## config.mk

```make
export PLATFORM = sky130hd
export DESIGN_NAME = garage_door_position_controller_core
export DESIGN_NICKNAME = d
export VERILOG_FILES = /design/src/design/gdpc_pkg.sv /design/src/design/gdpc_cfg_regs.sv /design/src/design/gdpc_update.sv /design/src/design/garage_door_position_controller_core.sv
export SDC_FILE = /design/constraint.sdc
export NUM_CORES = 1
export LEC_CHECK = 0
export ABC_AREA = 1
export BUFFER_PORTS_ARGS = -buffer_cell sky130_fd_sc_hd__buf_2
export CAP_MARGIN = 5
export CORE_AREA = 2 2 190 118
export DETAILED_ROUTE_END_ITERATION = 10
export DIE_AREA = 0 0 192 120
export GPL_ROUTABILITY_DRIVEN = 0
export MAX_ROUTING_LAYER = met4
export PLACE_DENSITY = 0.77
export SLEW_MARGIN = 30
export SYNTH_ARGS = -nofsm -noshare
export SYNTH_HDL_FRONTEND = slang
export SYNTH_SLANG_ARGS = --single-unit
```

## constraint.sdc

```tcl
create_clock -name clk -period 6.6 [get_ports clk]
set_input_delay 0 -clock clk [delete_from_list [all_inputs] [get_ports clk]]
set_output_delay 0 -clock clk [all_outputs]
set_load 0.01 [all_outputs]
```

## src/design/gdpc_pkg.sv

```systemverilog
`timescale 1ns / 1ps
// Shared types and codes for the garage door position controller.
// Used by the configuration registers, the update logic and the top level.
package gdpc_pkg;

    // Request kind codes.
    localparam logic [2:0] KIND_TICK      = 3'd0;
    localparam logic [2:0] KIND_OPEN_SW   = 3'd1;
    localparam logic [2:0] KIND_CLOSED_SW = 3'd2;
    localparam logic [2:0] KIND_OPEN_CMD  = 3'd3;
    localparam logic [2:0] KIND_CLOSE_CMD = 3'd4;
    localparam logic [2:0] KIND_BUTTON    = 3'd5;
    // Spare kind codes; such requests leave the door state untouched.
    localparam logic [2:0] KIND_SPARE_LO  = 3'd6;
    localparam logic [2:0] KIND_SPARE_HI  = 3'd7;

    // Door position codes.
    localparam logic [2:0] POS_STARTUP = 3'd0;
    localparam logic [2:0] POS_UNKNOWN = 3'd1;
    localparam logic [2:0] POS_CLOSED  = 3'd2;
    localparam logic [2:0] POS_OPEN    = 3'd3;
    localparam logic [2:0] POS_C2O     = 3'd4;
    localparam logic [2:0] POS_O2C     = 3'd5;
    localparam logic [2:0] POS_MC2O    = 3'd6;
    localparam logic [2:0] POS_MO2C    = 3'd7;

    // Configuration register indexes.
    localparam logic [2:0] CFG_GREEN_ON    = 3'd0;
    localparam logic [2:0] CFG_IDLE_OFF    = 3'd1;
    localparam logic [2:0] CFG_MOVING_OFF  = 3'd2;
    localparam logic [2:0] CFG_MANUAL_OFF  = 3'd3;
    localparam logic [2:0] CFG_RED_FLASH   = 3'd4;
    localparam logic [2:0] CFG_RELAY_PULSE = 3'd5;
    localparam logic [2:0] CFG_SHORT_PRESS = 3'd6;
    localparam logic [2:0] CFG_LONG_PRESS  = 3'd7;

    localparam int unsigned CFG_INDEX_W = 3;
    localparam int unsigned CFG_DATA_W  = 16;

    // Configuration reset values.
    localparam logic [15:0] GREEN_ON_RST    = 16'd200;
    localparam logic [15:0] IDLE_OFF_RST    = 16'd5000;
    localparam logic [15:0] MOVING_OFF_RST  = 16'd500;
    localparam logic [15:0] MANUAL_OFF_RST  = 16'd1000;
    localparam logic [15:0] RED_FLASH_RST   = 16'd1000;
    localparam logic [15:0] RELAY_PULSE_RST = 16'd500;
    localparam logic [15:0] SHORT_PRESS_RST = 16'd1000;
    localparam logic [15:0] LONG_PRESS_RST  = 16'd3000;

    localparam logic [15:0] COUNT_MAX = 16'hFFFF;

    typedef struct packed {
        logic [2:0]  kind;
        logic        sw_level;
        logic [15:0] press_ms;
    } req_t;

    typedef struct packed {
        logic [2:0] door_state;
        logic       moving;
        logic       lock_flag;
        logic       relay_on;
        logic       green_on;
        logic       red_on;
        logic       refused;
    } rsp_t;

    typedef struct packed {
        logic [15:0] green_on_ms;
        logic [15:0] idle_off_ms;
        logic [15:0] moving_off_ms;
        logic [15:0] manual_off_ms;
        logic [15:0] red_flash_ms;
        logic [15:0] relay_pulse_ms;
        logic [15:0] short_press_ms;
        logic [15:0] long_press_ms;
    } cfg_t;

    typedef struct packed {
        logic [2:0]  position;
        logic        moving;
        logic        locked;
        logic        open_sw;
        logic        closed_sw;
        logic        green_level;
        logic [15:0] green_elapsed;
        logic        red_level;
        logic [15:0] red_remaining;
        logic [15:0] relay_remaining;
    } state_t;

endpackage

```

## src/design/gdpc_cfg_regs.sv

```systemverilog
`timescale 1ns / 1ps
// Configuration register file for the garage door position controller.
// Depends on gdpc_pkg for the register indexes, reset values and cfg_t.
module gdpc_cfg_regs (
    input  logic                                clk,
    input  logic                                rst_n,
    input  logic                                cfg_we,
    input  logic [gdpc_pkg::CFG_INDEX_W-1:0]    cfg_index,
    input  logic [gdpc_pkg::CFG_DATA_W-1:0]     cfg_wdata,
    output gdpc_pkg::cfg_t                      cfg
);

    gdpc_pkg::cfg_t cfg_reg;

    // Indexed write into the register file.
    always_ff @(posedge clk or negedge rst_n)
    begin
        if (!rst_n)
        begin
            cfg_reg.green_on_ms    <= gdpc_pkg::GREEN_ON_RST;
            cfg_reg.idle_off_ms    <= gdpc_pkg::IDLE_OFF_RST;
            cfg_reg.moving_off_ms  <= gdpc_pkg::MOVING_OFF_RST;
            cfg_reg.manual_off_ms  <= gdpc_pkg::MANUAL_OFF_RST;
            cfg_reg.red_flash_ms   <= gdpc_pkg::RED_FLASH_RST;
            cfg_reg.relay_pulse_ms <= gdpc_pkg::RELAY_PULSE_RST;
            cfg_reg.short_press_ms <= gdpc_pkg::SHORT_PRESS_RST;
            cfg_reg.long_press_ms  <= gdpc_pkg::LONG_PRESS_RST;
        end
        else if (cfg_we)
        begin
            case (cfg_index)
                gdpc_pkg::CFG_GREEN_ON:    cfg_reg.green_on_ms    <= cfg_wdata;
                gdpc_pkg::CFG_IDLE_OFF:    cfg_reg.idle_off_ms    <= cfg_wdata;
                gdpc_pkg::CFG_MOVING_OFF:  cfg_reg.moving_off_ms  <= cfg_wdata;
                gdpc_pkg::CFG_MANUAL_OFF:  cfg_reg.manual_off_ms  <= cfg_wdata;
                gdpc_pkg::CFG_RED_FLASH:   cfg_reg.red_flash_ms   <= cfg_wdata;
                gdpc_pkg::CFG_RELAY_PULSE: cfg_reg.relay_pulse_ms <= cfg_wdata;
                gdpc_pkg::CFG_SHORT_PRESS: cfg_reg.short_press_ms <= cfg_wdata;
                gdpc_pkg::CFG_LONG_PRESS:  cfg_reg.long_press_ms  <= cfg_wdata;
                default:                   cfg_reg <= cfg_reg;
            endcase
        end
    end

    assign cfg = cfg_reg;

endmodule

```

## src/design/gdpc_update.sv

```systemverilog
`timescale 1ns / 1ps
// Next-state and response logic for one request of the door controller.
// Depends on gdpc_pkg for req_t, rsp_t, cfg_t, state_t and the codes.
module gdpc_update (
    input  gdpc_pkg::req_t   req,
    input  gdpc_pkg::state_t st,
    input  gdpc_pkg::cfg_t   cfg,
    output gdpc_pkg::state_t st_next,
    output gdpc_pkg::rsp_t   rsp
);

    gdpc_pkg::state_t ns;
    logic             refused;
    logic             blinking;
    logic [15:0]      off_time;

    // Green LED off time follows the door position.
    always_comb
    begin
        blinking = 1'b1;
        off_time = '0;
        case (st.position)
            gdpc_pkg::POS_CLOSED, gdpc_pkg::POS_OPEN:  off_time = cfg.idle_off_ms;
            gdpc_pkg::POS_C2O, gdpc_pkg::POS_O2C:      off_time = cfg.moving_off_ms;
            gdpc_pkg::POS_MC2O, gdpc_pkg::POS_MO2C:    off_time = cfg.manual_off_ms;
            default:                                   blinking = 1'b0;
        endcase
    end

    // State update for each kind of request.
    always_comb
    begin
        ns      = st;
        refused = 1'b0;
        case (req.kind)
            gdpc_pkg::KIND_TICK:
            begin
                if (ns.green_elapsed != gdpc_pkg::COUNT_MAX)
                begin
                    ns.green_elapsed = ns.green_elapsed + 16'd1;
                end
                if (blinking)
                begin
                    if (!ns.green_level && ns.green_elapsed >= off_time)
                    begin
                        ns.green_level   = 1'b1;
                        ns.green_elapsed = '0;
                    end
                    if (ns.green_level && ns.green_elapsed >= cfg.green_on_ms)
                    begin
                        ns.green_level   = 1'b0;
                        ns.green_elapsed = '0;
                    end
                end
                // Both countdowns darken the red LED when they run out.
                if (ns.red_remaining != '0)
                begin
                    ns.red_remaining = ns.red_remaining - 16'd1;
                    if (ns.red_remaining == '0)
                    begin
                        ns.red_level = 1'b0;
                    end
                end
                if (ns.relay_remaining != '0)
                begin
                    ns.relay_remaining = ns.relay_remaining - 16'd1;
                    if (ns.relay_remaining == '0)
                    begin
                        ns.red_level = 1'b0;
                    end
                end
            end

            gdpc_pkg::KIND_OPEN_SW, gdpc_pkg::KIND_CLOSED_SW:
            begin
                if (req.kind == gdpc_pkg::KIND_OPEN_SW)
                begin
                    ns.open_sw = req.sw_level;
                end
                else
                begin
                    ns.closed_sw = req.sw_level;
                end
                case (st.position)
                    gdpc_pkg::POS_STARTUP, gdpc_pkg::POS_UNKNOWN:
                    begin
                        if (ns.closed_sw)
                        begin
                            ns.position  = gdpc_pkg::POS_CLOSED;
                            ns.red_level = 1'b0;
                        end
                        else if (ns.open_sw)
                        begin
                            ns.position  = gdpc_pkg::POS_OPEN;
                            ns.red_level = 1'b0;
                        end
                        else
                        begin
                            ns.red_level = 1'b1;
                        end
                    end
                    gdpc_pkg::POS_CLOSED:
                    begin
                        if (!ns.closed_sw && !ns.moving)
                        begin
                            ns.moving   = 1'b1;
                            ns.position = gdpc_pkg::POS_MC2O;
                        end
                    end
                    gdpc_pkg::POS_OPEN:
                    begin
                        if (!ns.open_sw && !ns.moving)
                        begin
                            ns.moving   = 1'b1;
                            ns.position = gdpc_pkg::POS_MO2C;
                        end
                    end
                    default:
                    begin
                        // A commanded move starts once the door leaves its end switch.
                        if (st.position == gdpc_pkg::POS_C2O && !ns.closed_sw)
                        begin
                            ns.moving = 1'b1;
                        end
                        if (st.position == gdpc_pkg::POS_O2C && !ns.open_sw)
                        begin
                            ns.moving = 1'b1;
                        end
                        // Settle at whichever end switch is now closed.
                        if (ns.moving && ns.open_sw)
                        begin
                            ns.position = gdpc_pkg::POS_OPEN;
                            ns.moving   = 1'b0;
                        end
                        if (ns.moving && ns.closed_sw)
                        begin
                            ns.position = gdpc_pkg::POS_CLOSED;
                            ns.moving   = 1'b0;
                        end
                    end
                endcase
            end

            gdpc_pkg::KIND_OPEN_CMD, gdpc_pkg::KIND_CLOSE_CMD:
            begin
                if (!st.locked)
                begin
                    if (req.kind == gdpc_pkg::KIND_OPEN_CMD
                        && st.position == gdpc_pkg::POS_CLOSED)
                    begin
                        ns.position        = gdpc_pkg::POS_C2O;
                        ns.relay_remaining = cfg.relay_pulse_ms;
                        ns.red_level       = 1'b1;
                    end
                    else if (req.kind == gdpc_pkg::KIND_CLOSE_CMD
                             && st.position == gdpc_pkg::POS_OPEN)
                    begin
                        ns.position        = gdpc_pkg::POS_O2C;
                        ns.relay_remaining = cfg.relay_pulse_ms;
                        ns.red_level       = 1'b1;
                    end
                    else
                    begin
                        ns.red_remaining = cfg.red_flash_ms;
                        ns.red_level     = 1'b1;
                        refused          = 1'b1;
                    end
                end
            end

            gdpc_pkg::KIND_BUTTON:
            begin
                // Short press pulses the relay while unlocked, long press toggles the lock.
                if (!st.locked && req.press_ms < cfg.short_press_ms)
                begin
                    ns.relay_remaining = cfg.relay_pulse_ms;
                    ns.red_level       = 1'b1;
                end
                else if (req.press_ms > cfg.long_press_ms)
                begin
                    ns.locked = !st.locked;
                end
            end

            default:
            begin
                ns = st;
            end
        endcase
    end

    // The response reflects the state after the request.
    always_comb
    begin
        rsp.door_state = ns.position;
        rsp.moving     = ns.moving;
        rsp.lock_flag  = ns.locked;
        rsp.relay_on   = (ns.relay_remaining != '0);
        rsp.green_on   = ns.green_level;
        rsp.red_on     = ns.red_level;
        rsp.refused    = refused;
    end

    assign st_next = ns;

endmodule

```

## src/design/garage_door_position_controller_core.sv

```systemverilog
`timescale 1ns / 1ps
// Garage door position controller, top level.
// Pipeline: an accepted request is held in an input register and its response in a response
// register, with a single combinational update between them. Throughput: one request per
// cycle while responses are taken; a response that waits on rsp_ready stalls the pipe.
// Reset: position startup, both LEDs on, all timers and the lock cleared,
// configuration registers at their default values. Depends on gdpc_pkg.
module garage_door_position_controller_core (
    input  logic                                clk,
    input  logic                                rst_n,
    input  logic                                req_valid,
    output logic                                req_ready,
    input  gdpc_pkg::req_t                      req,
    output logic                                rsp_valid,
    input  logic                                rsp_ready,
    output gdpc_pkg::rsp_t                      rsp,
    input  logic                                cfg_we,
    input  logic [gdpc_pkg::CFG_INDEX_W-1:0]    cfg_index,
    input  logic [gdpc_pkg::CFG_DATA_W-1:0]     cfg_wdata
);

    gdpc_pkg::cfg_t   cfg;
    gdpc_pkg::req_t   req_reg;
    logic             req_valid_reg;
    gdpc_pkg::state_t state_reg;
    gdpc_pkg::state_t state_next;
    gdpc_pkg::rsp_t   rsp_reg;
    gdpc_pkg::rsp_t   rsp_next;
    logic             rsp_valid_reg;
    logic             stall;
    logic             advance;

    gdpc_cfg_regs u_cfg (
        .clk       (clk),
        .rst_n     (rst_n),
        .cfg_we    (cfg_we),
        .cfg_index (cfg_index),
        .cfg_wdata (cfg_wdata),
        .cfg       (cfg)
    );

    gdpc_update u_update (
        .req     (req_reg),
        .st      (state_reg),
        .cfg     (cfg),
        .st_next (state_next),
        .rsp     (rsp_next)
    );

    // Pipeline control: the whole pipe holds only while a response waits.
    assign stall     = rsp_valid_reg && !rsp_ready;
    assign advance   = req_valid_reg && !stall;
    assign req_ready = !req_valid_reg || !stall;

    // Control and door state.
    always_ff @(posedge clk or negedge rst_n)
    begin
        if (!rst_n)
        begin
            req_valid_reg             <= 1'b0;
            rsp_valid_reg             <= 1'b0;
            state_reg.position        <= gdpc_pkg::POS_STARTUP;
            state_reg.moving          <= 1'b0;
            state_reg.locked          <= 1'b0;
            state_reg.open_sw         <= 1'b0;
            state_reg.closed_sw       <= 1'b0;
            state_reg.green_level     <= 1'b1;
            state_reg.green_elapsed   <= '0;
            state_reg.red_level       <= 1'b1;
            state_reg.red_remaining   <= '0;
            state_reg.relay_remaining <= '0;
        end
        else
        begin
            if (req_ready)
            begin
                req_valid_reg <= req_valid;
            end
            if (!stall)
            begin
                rsp_valid_reg <= req_valid_reg;
            end
            if (advance)
            begin
                state_reg <= state_next;
            end
        end
    end

    // Payload registers.
    always_ff @(posedge clk)
    begin
        if (req_valid && req_ready)
        begin
            req_reg <= req;
        end
        if (advance)
        begin
            rsp_reg <= rsp_next;
        end
    end

    assign rsp_valid = rsp_valid_reg;
    assign rsp       = rsp_reg;

    // The moving flag is only ever set in one of the movement positions.
    a_moving_pos: assert property (@(posedge clk) disable iff (!rst_n)
        state_reg.moving |-> (state_reg.position == gdpc_pkg::POS_C2O
                              || state_reg.position == gdpc_pkg::POS_O2C
                              || state_reg.position == gdpc_pkg::POS_MC2O
                              || state_reg.position == gdpc_pkg::POS_MO2C))
        else $error("moving flag set outside a movement position");

    // A refused command can only come while the lock is off.
    a_refused_unlocked: assert property (@(posedge clk) disable iff (!rst_n)
        (rsp_valid_reg && rsp_reg.refused) |-> !rsp_reg.lock_flag)
        else $error("refused response while locked");

    // Once the position leaves startup it never returns there.
    a_no_startup_return: assert property (@(posedge clk) disable iff (!rst_n)
        (state_reg.position != gdpc_pkg::POS_STARTUP)
        |=> (state_reg.position != gdpc_pkg::POS_STARTUP))
        else $error("position returned to startup");

    // A request that moves on produces a response in the next cycle.
    a_advance_rsp: assert property (@(posedge clk) disable iff (!rst_n)
        advance |=> rsp_valid_reg)
        else $error("advanced request produced no response");

    // The door state only changes when a request moves on.
    a_state_hold: assert property (@(posedge clk) disable iff (!rst_n)
        !advance |=> $stable(state_reg))
        else $error("door state changed without a request");

endmodule
```

==> results.cfg <==
[power]
power_density_nw_per_um2 = 414
total_power_mw = 5.89
ir_worst_vdd_mv = 0.259
p_leak_nw = 6.93

[detailed_routing]
drc_errors = 0
drt-pass1-iter-count = 6
final_antenna_net_count = 0
wl_um = 33700
first_iter_violations = 1291
viasPerCell = 5.65
wl_per_cell_um = 16.9
routed-wl-met2_um = 14200
met1_length_um = 15600
met3WireLength_um = 3160
dr.max_layer_used = met4
vias = 11300

[floorplanning]
initial_core_util_pct = 58.6
ios = 55
die_w_um = 192
die_y_um = 120
fp-row-count = 42
coreArea_um2 = 21400
die_area_um2 = 23000

[worst_hold_path]
min-delay-start = cfg_wdata[0]
holdCritPathClass = input port to register
min_path_cells = 3
min_to = u_cfg.cfg[0]$_DFFE_PN0P_

[timing]
hold_viol = 0
drv_slew = 0
worst_pin_slew_ps = 961
setup_violations = 0
fin_skew_ps = 13.5
slew_headroom_pct = 35.8
tns_ps = 0
rsz0062_at_grt = no
whs_ps = 36.7
period_share_pct = 77.5
fmax_ghz = 0.195
layout_min_cycle_time_ps = 5120

[yosys]
syn-num-nets = 1733
seq_area_frac_synth_pct = 44.6
synth_flop_cell = dfrtp_1
synthDistinctLibCells = 47
synthTopCellsByArea = dfrtp_1 28%, nand2_1 13%, dfstp_2 9.8%
yosysTopAreaCell = dfrtp_1
synth-async-reset-ratio_pct = 86.6
synth_most_common_cell = nand2_1
ys_seq_elements = 216
synth-edff-count = 29
syn_inst = 1619
synth_common_cells = 448 x nand2_1, 187 x inv_1, 187 x o21ai_0
ys_warn_count = 0
syn_avg_cell_area_um2 = 7.76
synth_top_cell_area_share_pct = 27.9
synth_area_um2 = 12600

[global_route]
antenna_found_initial = 0
grt_overflow = 0
grt_max_degree = 117
grt_pass1_wl_um = 55500
grt_pass1_vias = 10700
grtUsageTotal_pct = 31.3

[worst_setup_path]
cp-startpoint = state_reg[33]$_DFFE_PN0P_
cp.required_ps = 7010
endpoint_kind = register
cp_common_cell = nand2_1
worstSetupPathType = register to register
slowest_delay_ps = 460
start_kind = register
worstRegToRegCells = 31
slowest_stage = nand2_1
reg2reg_from = state_reg[33]$_DFFE_PN0P_
cp_max_fo = 16
reg2reg_to = state_reg[40]$_DFFE_PN0P_
critical_path_arrival_ps = 5530
r2r_slack_ps = 1480

[status]
outcome = completed

[cells_and_area]
diodes = 0
post-route-util_pct = 66.4
syn_to_final_growth_pct = 13.3
drive_gt1_share_pct = 11.5
stdcell_area_um2 = 14200
fill_cells = 1741
final_nets = 1806
largest_reg_flops = 128

[cts]
clkTransAtPathRegs_ps = 70
cts_root_buf = clkbuf_16
numClockSinks = 216
cts_made_buffers = 22
h-tree-depth = 1
clk_path_buf_depth = 3
cts_tree = built
clk_latency_ps = 510

[placed_design]
placed_area_um2 = 13000
port_buffers = 54
dp_hpwl_um = 23500

[run]
maxCapViolCount = 0
## cells by family after synthesis
logic type / count (synthesis) / synth area share (%)
flip-flops: 216 / 44.6
XOR/XNOR: 28 / 2.01
AND/OR/NAND/NOR: 732 / 24.5
adder cells (fa/ha/maj): 70 / 6.97
buffers and inverters: 251 / 7.85
AO/OA/AOI/OAI: 322 / 14.1
## metrics by stage
step	instances	setup slack (ps)
floorplan	1619	2410
global placement	1912	1550
detailed placement	1912	1470
global route	1994	939
finish	1994	1480
CTS	1992	1450
## cell type report
| type | count | area (um^2) | share of cell area, % |
|---|---|---|---|
| multi-input cells | 1152 | 6000 | 42.2 |
| flip-flops and latches | 216 | 5610 | 39.4 |
| repair buffers | 103 | 774 | 5.44 |
| inverters | 197 | 744 | 5.23 |
| clock buffers | 32 | 671 | 4.71 |
| well taps | 286 | 358 | 2.51 |
| clock inverters | 8 | 75.1 | 0.528 |
## placed cells by master, fill, tap and decap left out, types with 9 or more instances in the layout
master / instances
dfstp_2: 47
ha_1: 70
nand2_2: 11
a22oi_1: 15
nor3_1: 26
clkbuf_16: 24
dlygate4sd3_1: 41
nand3_1: 71
edfxtp_1: 29
nand4_1: 22
o21ai_0: 187
nand2_1: 445
buf_2: 53
inv_1: 187
inv_2: 9
a21oi_1: 78
dfrtp_1: 140
nor2_2: 12
nor2_1: 121
a22o_1: 12
xor2_1: 22
## metal layers
metal	vias to the layer above	global-route usage (%)
li1	5437	-
met1	5255	46.5
met2	513	44.9
met3	58	5.85
met4	0	6.68
met5	-	-
## what timing repair did
item                                   in CTS  in global routing
hold buffers                               40                  1
gates resized for setup                     0                  0
endpoints found under the hold margin     181                 29
buffers inserted                            0                  0
## where the power goes
part | internal [mW] | switching [mW] | leakage (nW)
clock network | 0.750 | 0.542 | 0.369
logic | 0.890 | 1.68 | 4.05
registers | 1.73 | 0.303 | 2.51
## critical path: cells and delay by family, from the launching register on
kind | cells | cell delay, ps
AND/OR/NAND/NOR | 20 | 2750
adder cells (fa/ha/maj) | 3 | 750
AO/OA/AOI/OAI | 6 | 740
flip-flops | 1 | 440
buffers and inverters | 2 | 320
## how the worst max path moves through the flow
stage / endpoint / cells after the start
floorplan: state_reg[35]$_DFFE_PN0P_ / 34
global placement: state_reg[34]$_DFFE_PN0P_ / 29
detailed placement: state_reg[34]$_DFFE_PN0P_ / 27
CTS: state_reg[40]$_DFFE_PN0P_ / 27
global route: state_reg[48]$_DFFE_PN0P_ / 32
finish: state_reg[40]$_DFFE_PN0P_ / 31
Note: power is estimated with default switching activity, not from simulation.
